<file path="src/rtl/core/mgti_pkg.sv">
// Shared types and field widths for the GOP timecode indexer.
// No dependencies; every other file of the block refers to it by scoped name.
`default_nettype none

package mgti_pkg;

	localparam int BYTE_W  = 8;
	localparam int HOURS_W = 5;
	localparam int MIN_W   = 6;
	localparam int SEC_W   = 6;
	localparam int FRM_W   = 6;
	localparam int FRAME_W = 23;
	localparam int POS_W   = 48;

	// Strobes from the controller to the datapath
	typedef struct packed {
		logic take;      // input transaction this cycle
		logic start;     // header passed: latch timecode and position
		logic mul;       // seconds total times 2997
		logic div;       // divide product by 100
		logic load_out;  // move finished result into output register
	} mgti_cmd_t;

	// Status from the datapath to the controller
	typedef struct packed {
		logic hdr_pass;  // current byte completes a header that passes the checks
		logic out_free;  // output register can take a result this cycle
	} mgti_status_t;

endpackage

`default_nettype wire

</file>
<file path="src/rtl/core/mgti_ctrl.sv">
// Sequencer for the GOP timecode indexer: byte intake and the frame arithmetic steps.
// Depends on mgti_pkg for the command and status structs.
`default_nettype none

module mgti_ctrl (
	input  logic                   clk,
	input  logic                   arst_n,
	input  logic                   in_valid,
	output logic                   in_ready,
	input  mgti_pkg::mgti_status_t status,
	output mgti_pkg::mgti_cmd_t    cmd
);

	typedef enum logic [2:0] {
		ST_IDLE,
		ST_MUL,
		ST_DIV,
		ST_SUM,
		ST_WAIT
	} state_t;

	state_t state_q;
	logic   take;
	logic   finishing;

	// Hold off the stream only while a result is stuck behind a full output register
	assign in_ready  = (state_q != ST_WAIT);
	assign take      = in_valid & in_ready;
	assign finishing = (state_q == ST_SUM) || (state_q == ST_WAIT);

	always_comb begin
		cmd          = '0;
		cmd.take     = take;
		cmd.start    = take & status.hdr_pass;
		cmd.mul      = (state_q == ST_MUL);
		cmd.div      = (state_q == ST_DIV);
		cmd.load_out = finishing & status.out_free;
	end

	always_ff @(posedge clk or negedge arst_n) begin
		if (!arst_n) begin
			state_q <= ST_IDLE;
		end else begin
			case (state_q)
				ST_IDLE: begin
					if (take && status.hdr_pass) state_q <= ST_MUL;
				end
				ST_MUL: state_q <= ST_DIV;
				ST_DIV: state_q <= ST_SUM;
				ST_SUM, ST_WAIT: begin
					if (status.out_free) state_q <= ST_IDLE;
					else state_q <= ST_WAIT;
				end
				default: state_q <= ST_IDLE;
			endcase
		end
	end

endmodule

`default_nettype wire

</file>
<file path="config.mk">
export PLATFORM = sky130hd
export DESIGN_NAME = mgti_ctrl
export DESIGN_NICKNAME = d
export VERILOG_FILES = /design/src/rtl/core/mgti_pkg.sv /design/src/rtl/core/mgti_ctrl.sv
export SDC_FILE = /design/constraint.sdc
export NUM_CORES = 1
export LEC_CHECK = 0
export BUFFER_PORTS_ARGS = -buffer_cell sky130_fd_sc_hd__buf_2
export CAP_MARGIN = 20
export CORE_AREA = 5 5 42 44
export CTS_CLUSTER_SIZE = 16
export DETAILED_ROUTE_END_ITERATION = 16
export DIE_AREA = 0 0 47 49
export SETUP_SLACK_MARGIN = 0.5
export SLEW_MARGIN = 20
export SYNTH_ARGS = -nofsm -noshare
export SYNTH_HDL_FRONTEND = slang
export SYNTH_SLANG_ARGS = --single-unit
</file>
<file path="constraint.sdc">
create_clock -name clk -period 1.1 [get_ports clk]
set_input_delay 0.055 -clock clk [delete_from_list [all_inputs] [get_ports clk]]
set_output_delay 0.055 -clock clk [all_outputs]
set_load 0.02 [all_outputs]
</file>
Yosys cells after proc, flatten, opt, wreduce, memory -nomap -nowiden
Index checks and enable logic that the tools add are counted.
- logic and storage cells: 17
- bits in registers: 3
- reductions and logical operators: 4
- mux-type cells: 3
- eq/ne operators: 6
- bitwise gates (word level): 3
- operators with widths (operator ; count):
    $pmux W3 S4 ; 1
    $eq A3 B2 Y1 const B ; 2
    $mux W3 ; 2
    $and A1 B1 Y1 ; 3
    $eq A3 B1 Y1 const B ; 1
    $eq A3 B3 Y1 const B ; 1
    $logic_not A3 Y1 ; 1
    $ne A3 B3 Y1 const B ; 1
    $ne A2 B2 Y1 const B ; 1
    $reduce_or A2 Y1 ; 1
    $logic_and A1 B1 Y1 ; 1
    $logic_or A1 B1 Y1 ; 1

Logic depth before layout (Yosys ltp)
- depth in word-level cells: 5
- depth in mapped cells: 3

Least setup slack after synthesis
Ideal clock, no wire load.
- path kind: register to output
- from: register state_q[0]
- to: output port cmd[0] in the netlist's numbering
- required time: 1.045 ns
- setup slack: -0.186 ns
- cell stages (with the launch flop): 3
- data arrival time: 1.231 ns
- cell sequence: dfrtp_1 or3b_4 a21boi_1
- RTL lines (element ; line ; source):
    start: declaration ; mgti_ctrl.sv:22 ; state_t state_q;
    start signal: assignment ; mgti_ctrl.sv:42 ; state_q <= ST_IDLE;
    start signal: assignment ; mgti_ctrl.sv:46 ; if (take && status.hdr_pass) state_q <= ST_MUL;
    start signal: assignment ; mgti_ctrl.sv:48 ; ST_MUL: state_q <= ST_DIV;
    end: declaration ; mgti_ctrl.sv:11 ; output mgti_pkg::mgti_cmd_t cmd

==> impl_metrics.toml <==
[setup_path]
r2r_cells = 4
r2r_start = "state_q[1]"
critPathMaxStageDelay_ns = 0.41
worstSetupStartpointType = "register"
crit_path_max_fanout = 5
cp-endpoint = "cmd[3]"
path_cells = "or3b_4 > and3_4 > buf_6"
worst-r2r-setup-slack_ns = -0.12
r2r_end = "state_q[2]"
worstSetupPathType = "reg -> out"
required_ns = 1.04
end_kind = "output port"
cp.arrival_ns = 1.31
startpoint = "state_q[1]"
critPathSlowestCell = "or3b_4"

[drt]
detail_route.vias_per_cell = 3.647
ant_nets = 0
drt_iter0_markers = 0
firstDrtPassIters = 1
met1_length_um = 172
top_layer = "met3"
drc_errors = 0
wl_met2_um = 255
vias = 186
wire_per_inst_um = 9.569
routed_wl_um = 488
wl_met3_um = 60

[sta]
fmax_mhz = 730.3
final_max_slew_viol_count = 0
timing.hold.ws_ns = -0.01493
fin_setup_tns_ns = -1.074
setup_violations = 7
hold_viol_final = 1
worst_slack_ns = -0.2693
rsz0062_at_grt = "true"
tightest_slew_ns = 0.1751
period_minus_slack_ns = 1.369
fin_crit_sh = 1.245
relSlewSlack = 0.8824
finClkSkew_ns = 0.002244

[cts]
clk_latency_ns = 0.23
cts.sinks = 3
hold_buffers = 1
clk_pin_slew_ns = 0.04
cts_buffers = 3
cts_tree = "built"
cts_buffer_depth = 2
clock-root-buffer = "clkbuf_4"
htree_levels = 1

[logic_synthesis]
syn-num-nets = 21
synth_top_area_frac = 0.4580
ys_ff_latch = 3
post-synth-top-area-cell = "dfrtp_1"
synth-compound-area-share = 0.1069
synthAdderAreaFrac = 0
syn_area_um2 = 163.9
synthMuxAreaShare = 0
ys_warn_count = 0
ys_seq_area_frac = 0.4580
synth.avg_cell_area_um2 = 10.24
synth_top_family_by_area = "simple AND/OR/NAND/NOR gates"
synthCells = 16
synth_xor_area_frac = 0.05344
synth.distinct_cells = 12
yosys-top-cells-area = "dfrtp_1, nor3b_1, or3b_4"
yosys.area_share.simple = 0.3359

[power_and_ir_drop]
power_density_nw_per_um2 = 2594
p_leak_nw = 0.1696
peakVddDrop_mv = 0.6435

[finish]
largest_reg_flops = 3
syn_to_final_growth_pct = 122.1
num_antenna_cells = 0
drive_above_1_share = 0.7429
nets = 41
final_util = 0.2598
reg_top3 = "state_q: 3 flops"
finalInstanceArea_um2 = 364.1
final_cell_mix = "buf_2, buf_4, buf_6"
top_register = "state_q"

[placed_design]
io_buffers = 10
pre_cts_slack_ns = -0.07946
place_congestion = 0.6839
postPlaceCellArea_um2 = 260.3

[min_path]
hp-class = "in -> reg"
hp-start = "status[0]"

[grt]
grt_pass1_vias = 198
grt_pass1_wl_um = 655
antenna_found_initial = 0
grt_start_max_net_pins = 6
grt-ovfl-total = 0
grt_usage = 0.04517

[floorplan]
fp.dieW_um = 47
start_util = 0.1170
fp.dieH_um = 49
dieArea_um2 = 2303
io_pins = 11
fp-row-count = 14
core_um2 = 1401

[run_status]
status = "finished with violations"
violations = "negative hold slack, negative setup slack"

[job]
max_cap_violations = 0
[layer usage]
layer / vias to the layer above / GRT usage
li1: 94 / -
met1: 85 / 0.03319
met2: 7 / 0.06335
met3: 0 / 0.02214
met4: 0 / 0.06912
met5: - / 0
[timing repair]
item                       CTS  global route
gates resized for setup     12             2
setup endpoints to repair    9             9
pin swaps                    2             0
setup buffers                1             1
hold endpoints to repair     4             1
[synth_stat cells]
library cell and instances:
buf_4 1, a21oi_1 2, and2_1 1, xnor2_1 1, and3_1 1, nor3b_1 2
nor2_1 1, dfrtp_1 3, nand3b_1 1, nor3_1 1, or3b_4 1, a21boi_1 1
[through the flow]
stage,instances,power (W)
after floorplan,16,0.0004570
after global placement,44,0.0006123
after detailed placement,44,0.0006132
after CTS,50,0.0009319
after global routing,51,0.001006
final,51,0.0009445
[area by class of cell]
cell class | count | area (µm²)
clock buffer | 4 | 26.28
timing repair buffer | 16 | 128.9
multi-input combinational | 12 | 113.9
tap | 16 | 20.02
sequential | 3 | 75.07
fill | 159 | 1037
[worst max-delay path: cells and delay by family (launching register included)]
family / cells / cell delay (ns)
DFF: 1 / 0.38
buffers and inverters: 1 / 0.12
and+or+nand+nor: 2 / 0.57
[kinds of logic (layout without fill, tap and decap cells)]
group	after synthesis	count (layout)
compound gates	3	3
flops	3	3
simple gates	8	8
xor+xnor	1	1
buf+inv	1	20
[worst min-delay path by stage]
stage	end	slack (ns)	cells after the start
after global routing	state_q[2]	-0.01	2
after global placement	state_q[1]	-0.15	1
final	state_q[2]	-0.01	2
after detailed placement	state_q[1]	-0.15	1
after floorplan	state_q[0]	-0.24	0
after CTS	state_q[2]	-0.02	2
[report_power, final]
group          switching [W]  internal (W)  total, W
logic               0.000260      0.000303  0.000562
registers          0.0000270      0.000159  0.000186
clock network      0.0000597      0.000136  0.000196
(Power assumes the default switching activity.)
